<file path="src/hdl/dq_ram.sv">
// Generic single-write, single-read synchronous RAM with registered read data.
// No package dependency; sized by WIDTH and DEPTH.
`default_nettype none

module dq_ram #(
   parameter int WIDTH = 8,
   parameter int DEPTH = 16
) (
   input  wire logic                     clock,
   input  wire logic                     we,
   input  wire logic [$clog2(DEPTH)-1:0] waddr,
   input  wire logic [WIDTH-1:0]         wdata,
   input  wire logic                     re,
   input  wire logic [$clog2(DEPTH)-1:0] raddr,
   output logic      [WIDTH-1:0]         rdata
);

   logic [WIDTH-1:0] mem [DEPTH];
   logic [WIDTH-1:0] rdata_ff;

   // Write port, registered read port
   always_ff @(posedge clock) begin
      if (we) begin
         mem[waddr] <= wdata;
      end
      if (re) begin
         rdata_ff <= mem[raddr];
      end
   end

   assign rdata = rdata_ff;

endmodule

`default_nettype wire

</file>
<file path="config.mk">
export PLATFORM = sky130hd
export DESIGN_NAME = dq_ram
export DESIGN_NICKNAME = d
export VERILOG_FILES = /design/src/hdl/dq_ram.sv
export SDC_FILE = /design/constraint.sdc
export NUM_CORES = 1
export LEC_CHECK = 0
export ABC_CLOCK_PERIOD_IN_PS = 3200
export BUFFER_PORTS_ARGS = -buffer_cell sky130_fd_sc_hd__buf_2
export CORE_MARGIN = 10
export CORE_UTILIZATION = 43
export DETAILED_ROUTE_END_ITERATION = 6
export PLACE_DENSITY_LB_ADDON = 0.08
export SYNTH_ARGS = -nofsm -noshare
export SYNTH_HDL_FRONTEND = slang
export SYNTH_SLANG_ARGS = --single-unit
</file>
<file path="constraint.sdc">
create_clock -name clock -period 3.2 [get_ports clock]
set_input_delay 0.32 -clock clock [delete_from_list [all_inputs] [get_ports clock]]
set_output_delay 0.32 -clock clock [all_outputs]
set_load 0.005 [all_outputs]
</file>
# Word level (Yosys, flattened, before mapping)
# Memories as Yosys holds them, arrays and structs flattened. A register that Yosys moved wholly into a read port is not among the register bits.
# Index checks and enable logic that the tools add are counted.
dict set report classes {
  mux 2
}
# cell n
set op_table {}
lappend op_table {{$mux W1} 2}
dict set report totals {
  ff_bits 0
  ram_bits 128
  in_bits 19
  out_inout_bits 8
  elab_cells 3
  mem_count 1
}
# name depth width rd rd_clocked_by_memory_dff wr line_no
set mem_list {}
lappend mem_list {mem 16 8 1 1 1 18} ;# logic [WIDTH-1:0] mem [DEPTH];

# Longest topological paths before layout
# Gate-level depths: netlist of the first run.
dict set report depth {
  word_depth 2
  mapped_depth 5
  depth_no_buf 3
}

# Worst setup path before layout of the first run
# OpenSTA, ideal clock, no wires.
dict set report synth_timing {
  path_kind {input port to flip-flop}
  from {input port waddr[2]}
  to {memory mem[0][0], enable pin}
  setup_ns 0.383
  arrival_ns 1.430
  required_ns 2.817
  slack_ns 1.387
  path_stages 2
  n_path_buf 0
  cell_sequence {or3b_2 nor3_1}
}
# element line_no
set synth_lines {}
lappend synth_lines {{start: declaration} 11} ;# input wire logic [$clog2(DEPTH)-1:0] waddr,
lappend synth_lines {{end: declaration} 18}
# Straight into the memory's write port.

==> results of run 1 <==
## synthesized netlist by cell type, drive strengths merged
cell type,count
a22oi,16
and2,1
and2b,1
buf,7
clkdlybuf4s25,3
edfxtp,136
mux4,32
nand2,9
nand2b,2
nand3,1
nand3b,2
nor2,13
nor2b,1
nor3,4
or3b,1
## final cells by class
type                            instances  area (um2)
Clock buffer                           22         444
Clock inverter                          9        35.0
Fill cell                             971        5970
Multi-Input combinational cell         83        1060
Sequential cell                       136        4080
Tap cell                              147         184
Timing Repair Buffer                   33         183
## cell families (layout without fill, tap and decap cells)
kind of cell,after synthesis,count (layout)
and+or+nand+nor,35,35
AOI/OAI and AO/OA,16,16
buffers and inverters,10,64
DFF,136,136
muxes,32,32
## power groups by stage
stage          clock [W]  sequential (W)  combinational, W
2_1_floorplan          0         0.00205          0.000101
3_3_place_gp           0         0.00205          0.000177
3_5_place_dp           0         0.00205          0.000180
4_1_cts          0.00163         0.00202          0.000180
5_1_grt          0.00169         0.00202          0.000193
6_report         0.00159         0.00202          0.000174
## worst register-to-register path: cells and delay by family, from the launching register on
family | cells | cell delay [ps]
muxes | 1 | 500
DFF | 1 | 350
and+or+nand+nor | 1 | 90
AOI/OAI and AO/OA | 1 | 390
## flip-flops by register name, summed over array words and instances (netlist names)
signal  flops
mem       128
rdata       8
## per-layer routing
metal,share of wire,wire (um)
met5,0,0
met4,0.020,199
met3,0.045,446
met2,0.49,4860
met1,0.44,4380
## path summary, 6_finish.rpt
path / end / slack [ps] / cells after the start
setup / recovery: rdata[1] / 1410 / 5
hold / removal: rdata[5] / 260 / 1
setup reg to reg: rdata[5] / 1610 / 3
hold reg to reg: rdata[5] / 760 / 3
## stage by stage
step	utilization	hold WS (ps)
floorplan	-	419
global placement	0.460	687
detailed placement	0.460	681
CTS	0.501	243
global route	0.501	252
finish	0.501	261
==> flow_summary_export.csv, run 1 <==
group,metric,value,unit
status,status,"completed",
timing,period_needed,1790,ps
floorplanning,boundaryPins,27,
timing,timing.final.crit_share,0.560,
critical_path,end_kind,"flop",
global_route,overflow,0,
layout,antenna_cells,0,
clock_network,cts_sinks,136,
global_route,grtUsageMet2,0.197,
global_route,met3_usage,0.0381,
hold_path,min_path_type,"input pin to flop",
clock_network,clockBufferDepth,2,
global_route,top_usage_layer,"met2",
critical_path,crit_required,3360,ps
power_and_ir_drop,p_leak,1.98,nW
floorplanning,core_area,12000,um2
synthesis,syn_nets,248,
drt,via_count,2371,
drt,drcViolationCount,0,
power_and_ir_drop,seqPwrFrac,0.534,
layout,mostFrequentLayoutCell,"edfxtp_1",
critical_path,cp_top_family,"buffers and inverters",
floorplanning,die-area,17000,um2
critical_path,critPathKind,"input pin to flop",
clock_network,cts.clk_slew.worst_paths,50,ps
clock_network,cts-resized-gates,0,
layout,syn2layout_area_growth,14.5,%
placed_design,place_congestion,0.705,
synthesis,synthAdderAreaFrac,0,
timing,relSlewSlack,0.361,
drt,wl_per_cell,23.0,um
placed_design,dp_hpwl,6.48,mm
power_and_ir_drop,total_power,0.00378,W
placed_design,postPlaceCellArea,5510,um2
clock_network,cts_hold_buf,0,
clock_network,cts-root-buf,"clkbuf_16",
global_route,grt_first_pass_wirelength,15.0,mm
clock_network,post_cts_buffers,0,
synthesis,syn_inst,229,
placed_design,dp_cells,399,
clock_network,cts_tree,"yes",
timing,fin_ws,1410,ps
synthesis,synth_top_area_share,0.781,
critical_path,cp_slowest_cell,"mux4_1",
drt,drtPass1Iterations,4,
clock_network,worstSkewPairLatency,410,ps
synthesis,synth_compound_area_frac,0.0230,
drt,totalWireLength,9.88,mm
synthesis,yosys_warnings,0,
layout,layout_common_cells,"136 x edfxtp_1, 26 x buf_2, 18 x mux4_2",
global_route,antenna_found_initial,0,
critical_path,crit_buf_inv,2,
timing,rsz0062_at_grt,"no",
critical_path,crit_arrival,1950,ps
floorplanning,dieHeight,130,um
flow_run,drv_cap,0,
layout,drive_gt1_frac,0.247,
timing,hold_viol_final,0,
floorplanning,fp.dieW,130,um
synthesis,synth-seq-cells,136,
timing,drv_slew,0,
layout,layout.cells.non_filler,430,
power_and_ir_drop,comb_power_share,0.046,
synthesis,synth_area_per_cell,22.8,um2
power_and_ir_drop,intPower,0.00304,W
critical_path,crit_start,"raddr[0]",
floorplanning,fp-row-count,40,
synthesis,synthMuxAreaShare,0.148,
clock_network,numCtsBuffers,17,
synthesis,synth_top_family_by_area,"multiplexers",
timing,fin_skew,5.78,ps
global_route,grt_max_degree,28,
placed_design,io_buffers,26,
power_and_ir_drop,powerDensity,632,nW/um2
synthesis,yosys.area.top_type,"edfxtp_1",
timing,finalSetupTns,0,ps
global_route,grt_pass1_vias,2560,
power_and_ir_drop,ir_drop,0.323,mV
layout,fin_area,5990,um2
critical_path,cp-start-kind,"input pin",
placed_design,place_ws,918,ps
power_and_ir_drop,switching_power,0.000743,W
critical_path,max_stage_delay,570,ps
hold_path,min_from,"re",
synthesis,seq_area_frac_synth,0.781,
synthesis,yosys.area_share.simple,0.0314,
timing,max_clock_freq,558,MHz
synthesis,syn_area,5230,um2
global_route,met1_usage,0.160,
drt,drtIter0Drc,152,
synthesis,yosys-top-cells-area,"edfxtp_1 78%, mux4_2 7.8%, mux4_1 7.0%",
timing,tightest_slew,954,ps
clock_network,htreeDepth,4,
layout,nNetsFinal,290,
power_and_ir_drop,switching_share,0.196,
timing,setup_violations,0,
synthesis,ys_types,18,
power_and_ir_drop,p_clk_frac,0.420,
critical_path,cp_max_fo,18,
drt,routed_via_density,5.51,
drt,postRouteAntennaNets,0,
global_route,grt_usage,0.127,
floorplanning,initial_utilization,0.437,
critical_path,r2r_start,"mem[1][5]",
synthesis,synth_xor_area_frac,0,
critical_path,crit_chain,"buf_2 -> buf_4 -> mux4_1 -> a22oi_1 -> nand2_1",
(Power assumes the default switching activity.)
==> run 2: changes to the inputs <==
--- a/config.mk
+++ b/config.mk
@@ -5,7 +5,7 @@
 export SDC_FILE = /design/constraint.sdc
 export NUM_CORES = 1
 export LEC_CHECK = 0
-export ABC_CLOCK_PERIOD_IN_PS = 3200
+export ABC_CLOCK_PERIOD_IN_PS = 1800
 export BUFFER_PORTS_ARGS = -buffer_cell sky130_fd_sc_hd__buf_2
 export CORE_MARGIN = 10
 export CORE_UTILIZATION = 43
==> constraint.sdc (replaced) <==
create_clock -name clock -period 1.8 [get_ports clock]
set_input_delay 0.18 -clock clock [delete_from_list [all_inputs] [get_ports clock]]
set_output_delay 0.18 -clock clock [all_outputs]
set_load 0.005 [all_outputs]
==> run 2 against run 1 <==
Effect of this change:
- global-route usage increased by 0.30 points
- combinational power grew 93%
- clock skew hardly changed
- design area rose by 4.5%
- core utilization is 2.2 points higher
- register-to-register slack got worse by 1300 ps
- sequential cell count is the same
- cell count is 4.7% higher
- critical path depth decreased by 2
- sequential share of layout area decreased by 2.9 points
- largest cell class unchanged
- largest power group unchanged
- highest routed layer unchanged
==> flow_summary_export.csv, run 2 (synthesis gave the netlist of run 1 again) <==
group,metric,value,unit
status,status,"completed",
global_route,antenna_found_initial,0,
layout,mostFrequentLayoutCell,"edfxtp_1",
layout,nNetsFinal,309,
timing,setup_violations,0,
clock_network,htreeDepth,4,
floorplanning,boundaryPins,27,
clock_network,cts_sinks,136,
critical_path,critPathKind,"flop to flop",
timing,max_clock_freq,649,MHz
clock_network,cts-resized-gates,0,
clock_network,numCtsBuffers,17,
layout,layout_common_cells,"136 x edfxtp_1, 26 x buf_2, 23 x buf_4",
flow_run,drv_cap,0,
placed_design,dp_hpwl,6.72,mm
global_route,grt_usage,0.130,
timing,rsz0062_at_grt,"no",
layout,drive_gt1_frac,0.320,
drt,wl_per_cell,22.4,um
floorplanning,initial_utilization,0.437,
floorplanning,fp.dieW,130,um
floorplanning,fp-row-count,40,
critical_path,cp-start-kind,"flop",
power_and_ir_drop,p_leak,2.14,nW
drt,routed_via_density,5.39,
clock_network,cts_hold_buf,0,
clock_network,clockBufferDepth,2,
drt,via_count,2424,
global_route,overflow,0,
timing,period_needed,1540,ps
critical_path,cp_top_family,"multiplexers",
clock_network,cts.clk_slew.worst_paths,50,ps
layout,antenna_cells,0,
layout,largest_reg_flops,128,
critical_path,crit_buf_inv,0,
power_and_ir_drop,powerDensity,1160,nW/um2
timing,fin_skew,5.42,ps
critical_path,end_kind,"flop",
timing,timing.final.crit_share,0.855,
timing,relSlewSlack,0.707,
clock_network,cts-root-buf,"clkbuf_16",
critical_path,crit_arrival,1690,ps
clock_network,worstSkewPairLatency,410,ps
drt,totalWireLength,10.1,mm
power_and_ir_drop,ir_drop,1.00,mV
clock_network,post_cts_buffers,0,
floorplanning,dieHeight,130,um
hold_path,min_path_type,"input pin to flop",
drt,postRouteAntennaNets,0,
timing,hold_viol_final,0,
global_route,grt_max_degree,20,
critical_path,max_stage_delay,540,ps
floorplanning,core_area,12000,um2
critical_path,cp_max_fo,1,
timing,drv_slew,0,
drt,drcViolationCount,0,
layout,top_register,"mem",
timing,finalSetupTns,0,ps
critical_path,crit_required,1950,ps
timing,tightest_slew,440,ps
critical_path,crit_chain,"mux4_1 -> a22oi_1 -> nand2_1",
critical_path,cp_slowest_cell,"mux4_1",
global_route,grt_pass1_vias,2588,
timing,worst_hold_slack,152,ps
drt,drtPass1Iterations,4,
drt,drtIter0Drc,173,
floorplanning,die-area,17000,um2
placed_design,io_buffers,26,
placed_design,place_congestion,0.793,
clock_network,cts_tree,"yes",
global_route,grt_first_pass_wirelength,15.5,mm
layout,syn2layout_area_growth,19.7,%
[run 2: area by class of cell]
cell class,count,area [um2]
fill,941,5710
sequential,136,4080
multi-input combinational,83,1060
clock buffer,19,433
timing repair buffer,52,363
tap,147,184
clock inverter,13,135
[run 2: final timing paths]
kind / start / endpoint / slack (ps) / cells past startpoint
hold reg to reg: mem[8][1] / rdata[1] / 760 / 3
setup reg to reg: mem[5][1] / rdata[1] / 260 / 3
setup / recovery: mem[5][1] / rdata[1] / 260 / 3
hold / removal: re / rdata[2] / 150 / 1
[run 2: routing by layer]
metal  global-route usage  share of wire  up-vias  routed length [um]
met2                0.190           0.47       49                4760
met3               0.0515          0.043       10                 434
li1                     -              -     1102                   -
met4               0.0443         0.0091        0                  92
met5                    0              0        -                   0
met1                0.174           0.47     1263                4790
[run 2: metrics by stage]
stage | utilization | power (W) | instance area [um2] | worst slack [ps] | instances
floorplan | - | 0.00383 | 5230 | 127 | 229
global placement | 0.476 | 0.00400 | 5690 | 27.7 | 418
detailed placement | 0.476 | 0.00400 | 5690 | 47.5 | 418
CTS | 0.523 | 0.00729 | 6260 | 292 | 450
global route | 0.523 | 0.00748 | 6260 | 231 | 450
finish | 0.523 | 0.00723 | 6260 | 260 | 450
[run 2: report_power, final]
part	switching (W)	total [W]	internal, W
logic	0.000188	0.000336	0.000148
registers	0.0000186	0.00359	0.00357
clock network	0.00116	0.00330	0.00214
total	0.00137	0.00723	0.00586
==> run 3: changes to the inputs <==
--- a/config.mk
+++ b/config.mk
@@ -5,6 +5,7 @@
 export SDC_FILE = /design/constraint.sdc
 export NUM_CORES = 1
 export LEC_CHECK = 0
+export ABC_AREA = 1
 export ABC_CLOCK_PERIOD_IN_PS = 1800
 export BUFFER_PORTS_ARGS = -buffer_cell sky130_fd_sc_hd__buf_2
 export CORE_MARGIN = 10
==> run 3 against run 2 <==
Effect of this change:
- worst setup slack gained 350 ps
- sequential share of layout area shrank 4.2 points
- non-clock buffer count shrank 4
- synthesized area grew 12%
- power shrank 4.7%
- routed wire length grew 36%
==> flow_summary_export.csv, run 3 <==
group,metric,value,unit
layout,top_register,"mem",
timing,fin_skew,8.50,ps
timing,max_clock_freq,843,MHz
synthesis,syn_area,5850,um2
floorplanning,fp-row-count,42,
drt,drcViolationCount,0,
drt,wl_per_cell,17.5,um
synthesis,synth_area_per_cell,10.6,um2
timing,timing.final.crit_share,0.659,
power_and_ir_drop,p_leak,2.88,nW
clock_network,cts.clk_slew.worst_paths,60,ps
placed_design,dp_hpwl,8.76,mm
synthesis,yosys_warnings,0,
global_route,antenna_found_initial,0,
global_route,grt_first_pass_wirelength,21.3,mm
critical_path,crit_buf_inv,1,
layout,nNetsFinal,613,
drt,postRouteAntennaNets,0,
timing,rsz0062_at_grt,"no",
synthesis,yosys.area.top_type,"edfxtp_1",
power_and_ir_drop,powerDensity,1030,nW/um2
floorplanning,fp.dieW,137,um
clock_network,post_cts_buffers,0,
timing,hold_viol_final,0,
layout,multiInputGateArea,1210,um2
timing,tightest_slew,638,ps
power_and_ir_drop,seqPwrFrac,0.522,
drt,drtPass1Iterations,5,
timing,relSlewSlack,0.574,
synthesis,synth_edf_count,136,
placed_design,place_congestion,0.796,
synthesis,syn_nets,570,
synthesis,synthArstFlopShare,0,
global_route,grt_pass1_vias,3718,
synthesis,yosys-top-cells-area,"edfxtp_1 70%, nand2_1 11%, nand3_1 8.3%",
drt,routed_via_density,4.87,
critical_path,max_stage_delay,430,ps
floorplanning,core_area,13300,um2
floorplanning,initial_utilization,0.440,
floorplanning,dieHeight,137,um
critical_path,cp-start-kind,"flop",
flow_run,drv_cap,0,
drt,drtIter0Drc,334,
clock_network,cts_hold_buf,0,
clock_network,worstSkewPairLatency,420,ps
synthesis,synth-seq-cells,136,
placed_design,io_buffers,26,
placed_design,place_ws,342,ps
drt,via_count,3801,
clock_network,htreeDepth,4,
power_and_ir_drop,switching_share,0.216,
layout,mostFrequentLayoutCell,"nand2_1",
synthesis,synth_top_area_share,0.698,
layout,fillers,1198,
status,status,"completed",
critical_path,cp_max_fo,1,
synthesis,syn_inst,551,
clock_network,cts-resized-gates,0,
global_route,grt_usage,0.157,
critical_path,crit_required,1620,ps
layout,syn2layout_area_growth,14.4,%
layout,layout_common_cells,"173 x nand2_1, 136 x edfxtp_1, 100 x inv_1",
drt,totalWireLength,13.7,mm
layout,seqCellArea,4080,um2
critical_path,cp_slowest_cell,"edfxtp_1",
synthesis,synth_common_cells,"173 x nand2_1, 136 x edfxtp_1, 100 x inv_1",
critical_path,end_kind,"primary output",
critical_path,crit_arrival,1010,ps
synthesis,seq_area_frac_synth,0.698,
layout,antenna_cells,0,
power_and_ir_drop,switching_power,0.00149,W
floorplanning,boundaryPins,27,
critical_path,critPathKind,"flop to primary output",
layout,largest_reg_flops,128,
synthesis,ys_types,11,
hold_path,min_path_type,"input pin to flop",
global_route,grt_max_degree,65,
power_and_ir_drop,total_power,0.00689,W
clock_network,cts-root-buf,"clkbuf_16",
timing,period_needed,1190,ps
power_and_ir_drop,p_clk_frac,0.416,
power_and_ir_drop,comb_power_share,0.062,
clock_network,cts_sinks,136,
timing,finalSetupTns,0,ps
floorplanning,die-area,18700,um2
timing,fin_ws,613,ps
layout,drive_gt1_frac,0.116,
placed_design,postPlaceCellArea,6210,um2
clock_network,cts_tree,"yes",
synthesis,synthFlopType,"edfxtp_1",
power_and_ir_drop,ir_drop,0.588,mV
timing,drv_slew,0,
critical_path,crit_chain,"buf_2",
clock_network,numCtsBuffers,17,
synthesis,synth_most_common_cell,"nand2_1",
layout,fin_area,6690,um2
global_route,overflow,0,
clock_network,clockBufferDepth,2,
timing,setup_violations,0,
power_and_ir_drop,intPower,0.00540,W
critical_path,cp_top_family,"flip-flops",
-- run 3: logic make-up (layout without fill, tap and decap cells) --
kind of cell | after synthesis | count (layout) | synth area share
and+or+nand+nor | 289 | 289 | 0.208
DFF | 136 | 136 | 0.698
buffers and inverters | 126 | 180 | 0.0939
-- run 3: power groups by stage --
| stage | clock network, W | logic, W | registers (W) |
|---|---|---|---|
| final | 0.00286 | 0.000425 | 0.00360 |
| after global routing | 0.00305 | 0.000480 | 0.00360 |
| after CTS | 0.00292 | 0.000435 | 0.00360 |
| after detailed placement | 0 | 0.000433 | 0.00366 |
| after global placement | 0 | 0.000431 | 0.00366 |
| after floorplan | 0 | 0.000250 | 0.00365 |
-- run 3: cell type report --
type                    instances  area share
flip-flops and latches        136       0.611
clock inverters                 8     0.00505
well taps                     176      0.0329
clock buffers                  22      0.0664
inverters                     102      0.0573
repair buffers                 48      0.0460
multi-input cells             289       0.182
-- run 3: layer usage --
| layer | part of all wire | global-route usage |
|---|---|---|
| met1 | 0.47 | 0.209 |
| met2 | 0.47 | 0.239 |
| met3 | 0.047 | 0.0422 |
| met4 | 0.019 | 0.0627 |
| met5 | 0 | 0 |
-- run 3: per-stage QoR --
step / hold WS (ps) / utilization / instances
2_1_floorplan: 279 / - / 551
3_3_place_gp: 565 / 0.467 / 751
3_5_place_dp: 551 / 0.467 / 751
4_1_cts: 109 / 0.503 / 781
5_1_grt: 119 / 0.503 / 781
6_report: 125 / 0.503 / 781
-- run 3: worst paths after layout --
check,start,end,slack (ps),depth (start not counted)
max reg2reg,mem[13][3],rdata[3],660,6
max,rdata[5],rdata[5],610,1
min,re,rdata[6],120,1
min reg2reg,mem[12][1],rdata[1],750,6
