**src/hdl/dq_pkg.sv**
```systemverilog
// Shared constants, opcodes and control structs for the double-ended queue.
// Used by the pointer unit and the top level; no dependencies.
`default_nettype none

package dq_pkg;

   // Ring buffer geometry
   localparam int DEPTH    = 1024;
   localparam int ADDR_W   = $clog2(DEPTH);
   localparam int CNT_W    = $clog2(DEPTH + 1);
   localparam int SUM_W    = CNT_W + 1;

   // Payload widths
   localparam int VALUE_W      = 17;
   localparam int RESULT_W     = 18;
   localparam int OPCODE_W     = 3;
   localparam int REQ_TDATA_W  = ((VALUE_W + 7) / 8) * 8;
   localparam int RSP_TDATA_W  = ((RESULT_W + 7) / 8) * 8;

   localparam logic [VALUE_W-1:0]  VALUE_MAX = VALUE_W'(100000);
   localparam logic [RESULT_W-1:0] MINUS_ONE = {RESULT_W{1'b1}};

   typedef enum logic [OPCODE_W-1:0] {
      OP_PUSH_FRONT = 3'd0,
      OP_PUSH_BACK  = 3'd1,
      OP_POP_FRONT  = 3'd2,
      OP_POP_BACK   = 3'd3,
      OP_SIZE       = 3'd4,
      OP_EMPTY      = 3'd5,
      OP_PEEK_FRONT = 3'd6,
      OP_PEEK_BACK  = 3'd7
   } op_type;

   // Pointer update pulses, at most one high per cycle
   typedef struct packed {
      logic add_front;
      logic add_back;
      logic take_front;
      logic take_back;
   } ptr_upd_type;

   // Pointer status and derived memory indexes
   typedef struct packed {
      logic [CNT_W-1:0]  count;
      logic              empty;
      logic              full;
      logic [ADDR_W-1:0] front_idx;
      logic [ADDR_W-1:0] back_idx;
      logic [ADDR_W-1:0] ins_front_idx;
      logic [ADDR_W-1:0] ins_back_idx;
   } ptr_stat_type;

   // Fold a sum below 2*DEPTH back into the ring
   function automatic logic [ADDR_W-1:0] wrap_index(input logic [SUM_W-1:0] sum);
      logic [SUM_W-1:0] adj;
      adj = (sum >= SUM_W'(DEPTH)) ? sum - SUM_W'(DEPTH) : sum;
      return adj[ADDR_W-1:0];
   endfunction

endpackage

`default_nettype wire

```
**src/hdl/dq_ptr.sv**
```systemverilog
// Head pointer and entry count of the ring buffer, plus the memory indexes
// derived from them. Depends on dq_pkg.
`default_nettype none

module dq_ptr (
   input  wire logic                 clock,
   input  wire logic                 reset,
   input  wire dq_pkg::ptr_upd_type  upd,
   output dq_pkg::ptr_stat_type      stat
);
   import dq_pkg::*;

   logic [ADDR_W-1:0] head_ff, head_in;
   logic [CNT_W-1:0]  count_ff, count_in;
   logic [ADDR_W-1:0] head_dec;

   assign head_dec = (head_ff == '0) ? ADDR_W'(DEPTH - 1) : head_ff - ADDR_W'(1);

   // Derive indexes from the current pointers
   always_comb begin
      stat.count         = count_ff;
      stat.empty         = (count_ff == '0);
      stat.full          = (count_ff == CNT_W'(DEPTH));
      stat.front_idx     = head_ff;
      stat.ins_front_idx = head_dec;
      stat.back_idx      = wrap_index(SUM_W'(head_ff) + SUM_W'(count_ff) - SUM_W'(1));
      stat.ins_back_idx  = wrap_index(SUM_W'(head_ff) + SUM_W'(count_ff));
   end

   // Advance head and count on each committed update
   always_comb begin
      head_in  = head_ff;
      count_in = count_ff;
      priority if (upd.add_front) begin
         head_in  = head_dec;
         count_in = count_ff + CNT_W'(1);
      end else if (upd.add_back) begin
         count_in = count_ff + CNT_W'(1);
      end else if (upd.take_front) begin
         head_in  = wrap_index(SUM_W'(head_ff) + SUM_W'(1));
         count_in = count_ff - CNT_W'(1);
      end else if (upd.take_back) begin
         count_in = count_ff - CNT_W'(1);
      end else begin
         // Hold both pointers
         head_in  = head_ff;
         count_in = count_ff;
      end
   end

   always_ff @(posedge clock) begin
      if (reset) begin
         head_ff  <= '0;
         count_ff <= '0;
      end else begin
         head_ff  <= head_in;
         count_ff <= count_in;
      end
   end

endmodule

`default_nettype wire

```
**config.mk**
```make
export PLATFORM = sky130hd
export DESIGN_NAME = dq_ptr
export DESIGN_NICKNAME = d
export VERILOG_FILES = /design/src/hdl/dq_pkg.sv /design/src/hdl/dq_ptr.sv
export SDC_FILE = /design/constraint.sdc
export NUM_CORES = 1
export LEC_CHECK = 0
export BUFFER_PORTS_ARGS = -buffer_cell sky130_fd_sc_hd__buf_2
export CAP_MARGIN = 20
export CORE_ASPECT_RATIO = 1.1
export CORE_MARGIN = 2
export CORE_UTILIZATION = 50
export CTS_CLUSTER_DIAMETER = 100
export DETAILED_ROUTE_END_ITERATION = 8
export GPL_TIMING_DRIVEN = 0
export PLACE_DENSITY = 0.78
export SYNTH_ARGS = -nofsm -noshare
export SYNTH_HDL_FRONTEND = slang
export SYNTH_SLANG_ARGS = --single-unit
```
**constraint.sdc**
```tcl
create_clock -name clock -period 4.7 [get_ports clock]
set_clock_uncertainty 0.1 [all_clocks]
set_input_delay 0.94 -clock clock [delete_from_list [all_inputs] [get_ports clock]]
set_output_delay 0.94 -clock clock [all_outputs]
set_load 0.01 [all_outputs]
```
# Word level (Yosys, flattened, before mapping)
# Index checks and enable logic that the tools add are counted.
[totals]
register_bits = 21
input_bits = 6
[classes]
muxes = 11
eq_ne = 2
magnitude_cmp = 3
n_reduce_logical = 5
add_sub_neg = 9
[op_table]
columns = ["op", "n"]
rows = [
  ["two-way mux 10 bit", 7],
  ["two-way mux 11 bit", 4],
  ["subtractor 10 x 1 -> 10 bit (second input constant)", 4],
  ["greater-or-equal comparator 12 x 11 -> 1 bit (second input constant)", 2],
  ["adder 10 x 11 -> 12 bit", 1],
  ["subtractor 12 x 1 -> 12 bit (second input constant)", 1],
  ["adder 10 x 1 -> 11 bit (second input constant)", 1],
  ["adder 11 x 1 -> 11 bit (second input constant)", 1],
  ["== test 11 bit (second input constant)", 1],
  ["greater-or-equal comparator 11 bit (second input constant)", 1],
  ["logical NOT 11 bit", 1],
  ["subtractor 11 x 1 -> 11 bit (second input constant)", 1],
  ["logical NOT 10 bit", 1],
  ["nonzero test 4 bit", 1],
  ["inequality test 2 x 1 -> 1 bit (second input constant)", 1],
  ["AND reduction 2 bit", 1],
  ["nonzero test 2 bit", 1],
]

# Logic depth before layout (Yosys ltp)
# Gate-level depths: netlist of the first run.
[depth]
depth_word = 6
depth_mapped = 9
depth_no_buf = 9

# Worst setup path after synthesis of the first run
# OpenSTA, ideal clock, no wires.
[synth_path]
path_kind = "flip-flop to output port"
startpoint = "reg head_ff[0]"
endpoint = "out stat[29] (netlist bit)"
t_arrival_ns = 2.685
required_time_ns = 3.660
slack_ns = 0.975
stages_incl_launch_ff = 10
n_path_buf = 0
path_cell_list = "dfxtp_1 -> ha_1 -> fa_1 -> a21oi_1 -> o21bai_1 -> xor2_1 -> or3_4 -> or3_4 -> nor3b_2 -> xor2_1"
[synth_rtl]
columns = ["element", "line", "rtl"]
rows = [
  ["from (decl)", "dq_ptr.sv:13", "logic [ADDR_W-1:0] head_ff, head_in;"],
  ["from (signal assigned)", "dq_ptr.sv:56", "head_ff <= head_in;"],
  ["to (decl)", "dq_ptr.sv:9", "output dq_pkg::ptr_stat_type stat"],
]

==> results of run 1 <==
==> placed cells by master, fill, tap and decap left out, types with 4 or more instances in the layout <==
cell	synthesis	final
sky130_fd_sc_hd__dfxtp_1	21	21
sky130_fd_sc_hd__clkbuf_1	10	11
sky130_fd_sc_hd__o21ai_1	9	9
sky130_fd_sc_hd__nand2_1	20	20
sky130_fd_sc_hd__a211oi_1	4	4
sky130_fd_sc_hd__ha_1	15	15
sky130_fd_sc_hd__nor3_1	12	12
sky130_fd_sc_hd__nor2_1	38	38
sky130_fd_sc_hd__buf_2	1	58
sky130_fd_sc_hd__inv_1	14	14
sky130_fd_sc_hd__a21oi_1	11	11
sky130_fd_sc_hd__xor2_1	17	17
sky130_fd_sc_hd__xnor2_1	16	16
sky130_fd_sc_hd__nand3_1	12	12
==> cell type report <==
type                            count  area share
Buffer                             11      0.0180
Inverter                           14      0.0223
Sequential cell                    21       0.178
Clock buffer                        4      0.0191
Timing Repair Buffer               57       0.121
Multi-Input combinational cell    213       0.615
Tap cell                           50      0.0265
==> registers in the layout (all words and copies together) (netlist names) <==
register  flops
count_ff     11
head_ff      10
==> power groups by stage <==
stage | registers [W] | logic [W] | clock network [W]
finish | 0.000244 | 0.000581 | 0.000121
global route | 0.000249 | 0.000653 | 0.000128
CTS | 0.000244 | 0.000586 | 0.000121
detailed placement | 0.000248 | 0.000585 | 0
global placement | 0.000248 | 0.000572 | 0
floorplan | 0.000248 | 0.000397 | 0
==> per-layer routing <==
layer / GRT usage / vias up / part of all wire
met5: 0 / - / 0
met4: 0.0362 / 0 / 0.0063
met3: 0.0325 / 4 / 0.038
met2: 0.388 / 47 / 0.48
met1: 0.270 / 905 / 0.48
li1: - / 1029 / -
==> stage by stage <==
step | hold WS (ns) | cell area (um2) | std cells | utilization
after detailed placement | 0.451 | 2320 | 366 | 0.624
after global routing | 0.500 | 2360 | 370 | 0.636
after global placement | 0.447 | 2320 | 366 | 0.624
after CTS | 0.478 | 2360 | 370 | 0.636
final | 0.472 | 2360 | 370 | 0.636
after floorplan | 0.472 | 1970 | 259 | -
==> cell families (layout without fill, tap and decap cells) <==
kind of cell,count (synthesis),count (layout)
adder cells (fa/ha/maj),16,16
buffers and inverters,25,86
flip-flops,21,21
AO/OA/AOI/OAI,48,48
XOR/XNOR,35,35
multiplexers,1,1
AND/OR/NAND/NOR,113,113
==> worst max-delay path: cells and delay by family (launching register included) <==
kind                       cells  cell delay [ns]
and+or+nand+nor                4             1.04
adders and majority gates      2             0.68
xor gates and xnor gates       2             0.61
DFF                            1             0.41
buffers and inverters          1             0.15
==> worst max-delay path by stage <==
stage,endpoint,slack [ns],cells past startpoint
after floorplan,stat[29],0.98,9
after detailed placement,stat[29],0.78,9
final,stat[29],0.49,9
after global routing,stat[29],0.27,9
after global placement,stat[29],0.85,9
after CTS,stat[29],0.47,9
==> reports/summary.md, run 1 <==
* **outcome** completed
* **floorplan die height** 69.8 um
* **Final period util** 0.896
* **total net switching power** 0.000431 W
* **diode count** 0
* **area share of fa/ha/maj cells after synthesis** 0.106
* **number of hold-repair buffers added at the cts stage** 0
* **max capacitance violation total** 0
* **die outline area** 4450 um2
* **Worst setup EP type** output pin
* **beginning of the worst register-to-register path** head_ff[1]
* **number of sinks on the clock net** 21
* **Post-route DRC** 0
* **setup repair after global routing missed its margin** false
* **number of distinct library cell variants in the gate-level netlist after synthesis** 52
* **total of fill cells in the finished design** 346
* **global-route total usage across every layer** 0.215
* **global-route wire length before repair** 8000 um
* **TritonCTS clock tree** yes
* **maximum number of pins on one net before global-route repair** 12
* **Tightest Hold Check Type** reg -> reg
* **number of cells produced by synthesis** 259
* **initial core utilization** 0.530
* **setup-violating endpoint count in the final report** 0
* **FF/Latch Area** 420 um2
* **vias** 1,985
* **number of cells on the worst hold path** 2
* **post-synthesis average cell area** 7.60 um2
* **Core Region** 3710 um2
* **most used cell, CP** sky130_fd_sc_hd__or3_4
* **largest vdd supply drop** 0.281 mV
* **number of antenna violations at the first check in global routing** 0
* **leakage power** 1.15 nW
* **top cell type by total area after synthesis** sky130_fd_sc_hd__dfxtp_1
* **level count of the clock H-tree** 1
* **remaining antenna violation count after routing** 0
* **Max Root-Sink Buffers** 2
* **#FFs+latches synth** 21
* **commonest register cell after synthesis** sky130_fd_sc_hd__dfxtp_1
* **Syn Std Cell Area** 1970 um2
* **post-layout power** 0.000946 W
* **Worst Reg2Reg Path Length in Cells** 9
* **Slew @ Worst Pin** 0.500 ns
* **fraction of layout cells with a size suffix above 1** 0.222
* **min Tclk post-route** 4.21 ns
* **net total in the final layout** 343
* **part of the power in the clock network** 0.128
* **source of the worst hold timing path** count_ff[10]
* **top achievable clock speed** 238 MHz
* **relative max-transition margin** 0.661
* **cts bufs inserted** 3
* **insertion delay of the later-clocked pin in the worst-skew pair** 0.27 ns
* **Async S/R FF share, synth** 0
* **data arrival time of the critical path** 3.17 ns
* **critical path cell sequence** ha_1 > fa_1 > xnor2_1 > nand3_2 > or3_4 > or3_4 > nor3b_2 > xor2_1 > buf_2
* **Internal Pwr Total** 0.000515 W
* **clock input transition at the sequential cells of the worst setup and hold paths** 0.08 ns
* **setup fix buffers added after clock tree synthesis** 0
* **largest fanout on the critical path** 10
* **most frequent cell after synthesis** sky130_fd_sc_hd__nor2_1
* **top post-synthesis cells by count** 38 x sky130_fd_sc_hd__nor2_1, 21 x sky130_fd_sc_hd__dfxtp_1, 20 x sky130_fd_sc_hd__nand2_1
* **post-cts repair resize count** 0
* **critical path class** reg -> out
* **Switching Fraction** 0.456
* **DR pass1 iterations** 4
* **number of global-route vias before repair** 1,854
* **number of flops mapped to enable cells by yosys** 0
* **pins over their slew limit** 0
* **xor and xnor fraction of the mapped netlist area** 0.175
* **cell at the slowest stage of the critical path** sky130_fd_sc_hd__xnor2_1
* **Hold Fails Final Rpt** 0
* **growth of design area from synthesis to finish** 20.0%
* **number of placement rows** 23
* **part of the power in registers** 0.258
* **logic gate share of total power** 0.614
* **Clock Tree Root** sky130_fd_sc_hd__clkbuf_8
* **top cells by area in the synthesized netlist** sky130_fd_sc_hd__dfxtp_1 21%, sky130_fd_sc_hd__ha_1 9.5%, sky130_fd_sc_hd__xor2_1 7.6%
* **post-place setup slack** 0.785 ns
* **Mapped Nets** 281
* **endpoint of the lowest-slack register-to-register path** head_ff[3]
* **final global-route overflow total** 0
* **Placer Congestion** 0.893
* **Top-Level Pins** 59
* **Yosys top cell area share** 0.214
* **simple-gate portion of the synthesized area** 0.292
* **setup slack, reg-to-reg** 2.47 ns
* **Routed Wire Length** 4590 um
* **combinational family with the most area after synthesis** simple AND/OR/NAND/NOR gates
* **number of DRC markers after the initial detailed-route iteration** 54
* **Max stage delay on crit path** 0.46 ns
* **required time of the critical path** 3.66 ns
* **Die Width** 63.8 um
* **end point of the most critical hold path** count_ff[10]
* **Buffers on Ports** 57
* **DP Wirelength** 3680 um
* **sequential fraction of the synthesis area** 0.214
* **compound-cell area share of the yosys netlist** 0.160
* **summed negative setup slack over all endpoints** 0 ns
* **Power Dens Cells** 401 nW/um2
* **number of warnings reported in the yosys synthesis log** 0
* **worst path setup slack after routing** 0.490 ns
* **area taken by multi-input logic gates** 1450 um2
* **ratio of routed vias to standard cells** 5.36
* **multiplexer share of the synthesized area** 0.00509
* **critical path startpoint** head_ff[0]
* **Critical Path Start Type** flop
* **average wire length per cell after detail routing** 12.4 um
(Power assumes the default switching activity.)
==> run 2: changes to the inputs <==
- CORE_UTILIZATION: 50 -> 30
- PLACE_DENSITY: 0.78 -> default
- REMOVE_ABC_BUFFERS: default -> 1
==> reports/summary.md, run 2 (same netlist as run 1, synthesis figures left out) <==
* **global-route total usage across every layer** 0.141, -0.0744
* **most common cell after layout, fill and taps aside** sky130_fd_sc_hd__buf_2
* **outcome** completed
* **total of fill cells in the finished design** 676, +95%
* **Post-route DRC** 0, unchanged
* **setup repair after global routing missed its margin** false
* **growth of design area from synthesis to finish** 20.2%
* **Worst setup EP type** output pin
* **number of hold-repair buffers added at the cts stage** 0, unchanged
* **die outline area** 7220 um2, +62%
* **required time of the critical path** 3.66 ns, about the same
* **worst hold margin** 0.477 ns, +0.00457 ns
* **number of antenna violations at the first check in global routing** 0, unchanged
* **leakage power** 1.13 nW, -1.2%
* **Top-Level Pins** 59, unchanged
* **most used cell, CP** sky130_fd_sc_hd__or3_4
* **clock input transition at the sequential cells of the worst setup and hold paths** 0.08 ns, about the same
* **setup-violating endpoint count in the final report** 0, unchanged
* **number of sinks on the clock net** 21, unchanged
* **initial core utilization** 0.314, -0.216
* **diode count** 0, unchanged
* **share of the core filled with cells** 0.377, -0.259
* **largest fanout on the critical path** 10, unchanged
* **Slew @ Worst Pin** 0.493 ns, -0.00707 ns
* **Clock Tree Root** sky130_fd_sc_hd__clkbuf_8
* **vias** 1,988, +0.15%
* **min Tclk post-route** 4.21 ns, -0.00145 ns
* **summed negative setup slack over all endpoints** 0 ns, unchanged
* **critical path cell sequence** ha_1 > fa_1 > xnor2_1 > nand3_2 > or3_4 > or3_4 > nor3b_2 > xor2_1 > buf_2
* **ratio of routed vias to standard cells** 5.10, -5.0%
* **global-route wire length before repair** 8040 um, +0.51%
* **insertion delay of the later-clocked pin in the worst-skew pair** 0.27 ns, about the same
* **final global-route overflow total** 0, unchanged
* **Die Width** 81.2 um, +27%
* **remaining antenna violation count after routing** 0, unchanged
* **Max stage delay on crit path** 0.45 ns, about the same
* **data arrival time of the critical path** 3.17 ns, about the same
* **number of placement rows** 30, +30%
* **number of global-route vias before repair** 1,681, -9.3%
* **level count of the clock H-tree** 1, unchanged
* **max capacitance violation total** 0, unchanged
* **net total in the final layout** 333, -2.9%
* **Routed Wire Length** 4980 um, +8.5%
* **Max Root-Sink Buffers** 2, unchanged
* **pins over their slew limit** 0, unchanged
* **relative max-transition margin** 0.666, +0.00479
* **Final period util** 0.895, about the same
* **top achievable clock speed** 238 MHz, about the same
* **number of DRC markers after the initial detailed-route iteration** 71, +31%
* **Hold Fails Final Rpt** 0, unchanged
* **Buffers on Ports** 58, +1.8%
* **DR pass1 iterations** 4, unchanged
* **cell at the slowest stage of the critical path** sky130_fd_sc_hd__dfxtp_1
* **critical path class** reg -> out
* **largest vdd supply drop** 0.183 mV, -35%
* **average wire length per cell after detail routing** 12.8 um, +3.0%
* **TritonCTS clock tree** yes
* **Tightest Hold Check Type** reg -> reg
* **fraction of layout cells with a size suffix above 1** 0.232, +0.0104
* **setup fix buffers added after clock tree synthesis** 0, unchanged
* **Power Dens Cells** 401 nW/um2, +0.13%
* **Placer Congestion** 0.778, -13%
* **post-cts repair resize count** 0, unchanged
* **Critical Path Start Type** flop
* **maximum number of pins on one net before global-route repair** 22, +10
* **largest registers** count_ff (11), head_ff (10)
* **most flop-heavy register** count_ff
* **Core Region** 6270 um2, +69%
* **DP Wirelength** 3880 um, +5.2%
* **number of flip-flops under the largest register name** 11, unchanged
* **cts bufs inserted** 3, unchanged
* **floorplan die height** 89.0 um, +27%
* **highest-count cells in the layout ignoring fill and taps** 58 x sky130_fd_sc_hd__buf_2, 38 x sky130_fd_sc_hd__nor2_1, 21 x sky130_fd_sc_hd__dfxtp_1, 20 x sky130_fd_sc_hd__nand2_1, 17 x sky130_fd_sc_hd__xor2_1
-- run 2: critical path: cells and delay by family, from the launching register on --
| family | cells | cell delay, ns |
|---|---|---|
| buffers and inverters | 1 | 0.14 |
| flip-flops | 1 | 0.45 |
| AND/OR/NAND/NOR | 4 | 1.04 |
| XOR/XNOR | 2 | 0.57 |
| adder cells (fa/ha/maj) | 2 | 0.70 |
-- run 2: metal layers --
layer	global-route usage	vias up	wire [um]
li1	-	1012	-
met1	0.200	907	2390
met2	0.227	65	2220
met3	0.0152	4	332
met4	0.0401	0	43
met5	0	-	0
-- run 2: worst paths after layout --
| check | startpoint | endpoint | slack (ns) | cells past startpoint |
|---|---|---|---|---|
| worst max-delay path | head_ff[0] | stat[29] | 0.49 | 9 |
| worst min-delay path | count_ff[10] | count_ff[10] | 0.48 | 2 |
| worst max register to register | head_ff[1] | head_ff[3] | 2.41 | 9 |
| worst min register to register | count_ff[10] | count_ff[10] | 0.48 | 2 |
-- run 2: area by class of cell --
type,instances,area (um2),share of cell area
Sequential cell,21,420,0.178
Tap cell,80,100,0.0423
Multi-Input combinational cell,213,1450,0.614
Clock inverter,1,7.51,0.00317
Inverter,14,52.6,0.0222
Clock buffer,3,41.3,0.0175
Timing Repair Buffer,58,290,0.123
-- run 2: report_power, final --
part	internal, W	switching, W
clock network	0.0000600	0.0000660
registers	0.000202	0.0000618
logic	0.000249	0.000311
-- run 2: per-stage QoR --
| stage | power, W | cells | setup WS (ns) | area [um2] |
|---|---|---|---|---|
| floorplan | 0.000637 | 248 | 0.975 | 1930 |
| global placement | 0.000826 | 386 | 0.731 | 2320 |
| detailed placement | 0.000833 | 386 | 0.734 | 2320 |
| CTS | 0.000961 | 390 | 0.435 | 2360 |
| global route | 0.00104 | 390 | 0.260 | 2360 |
| finish | 0.000949 | 390 | 0.492 | 2360 |
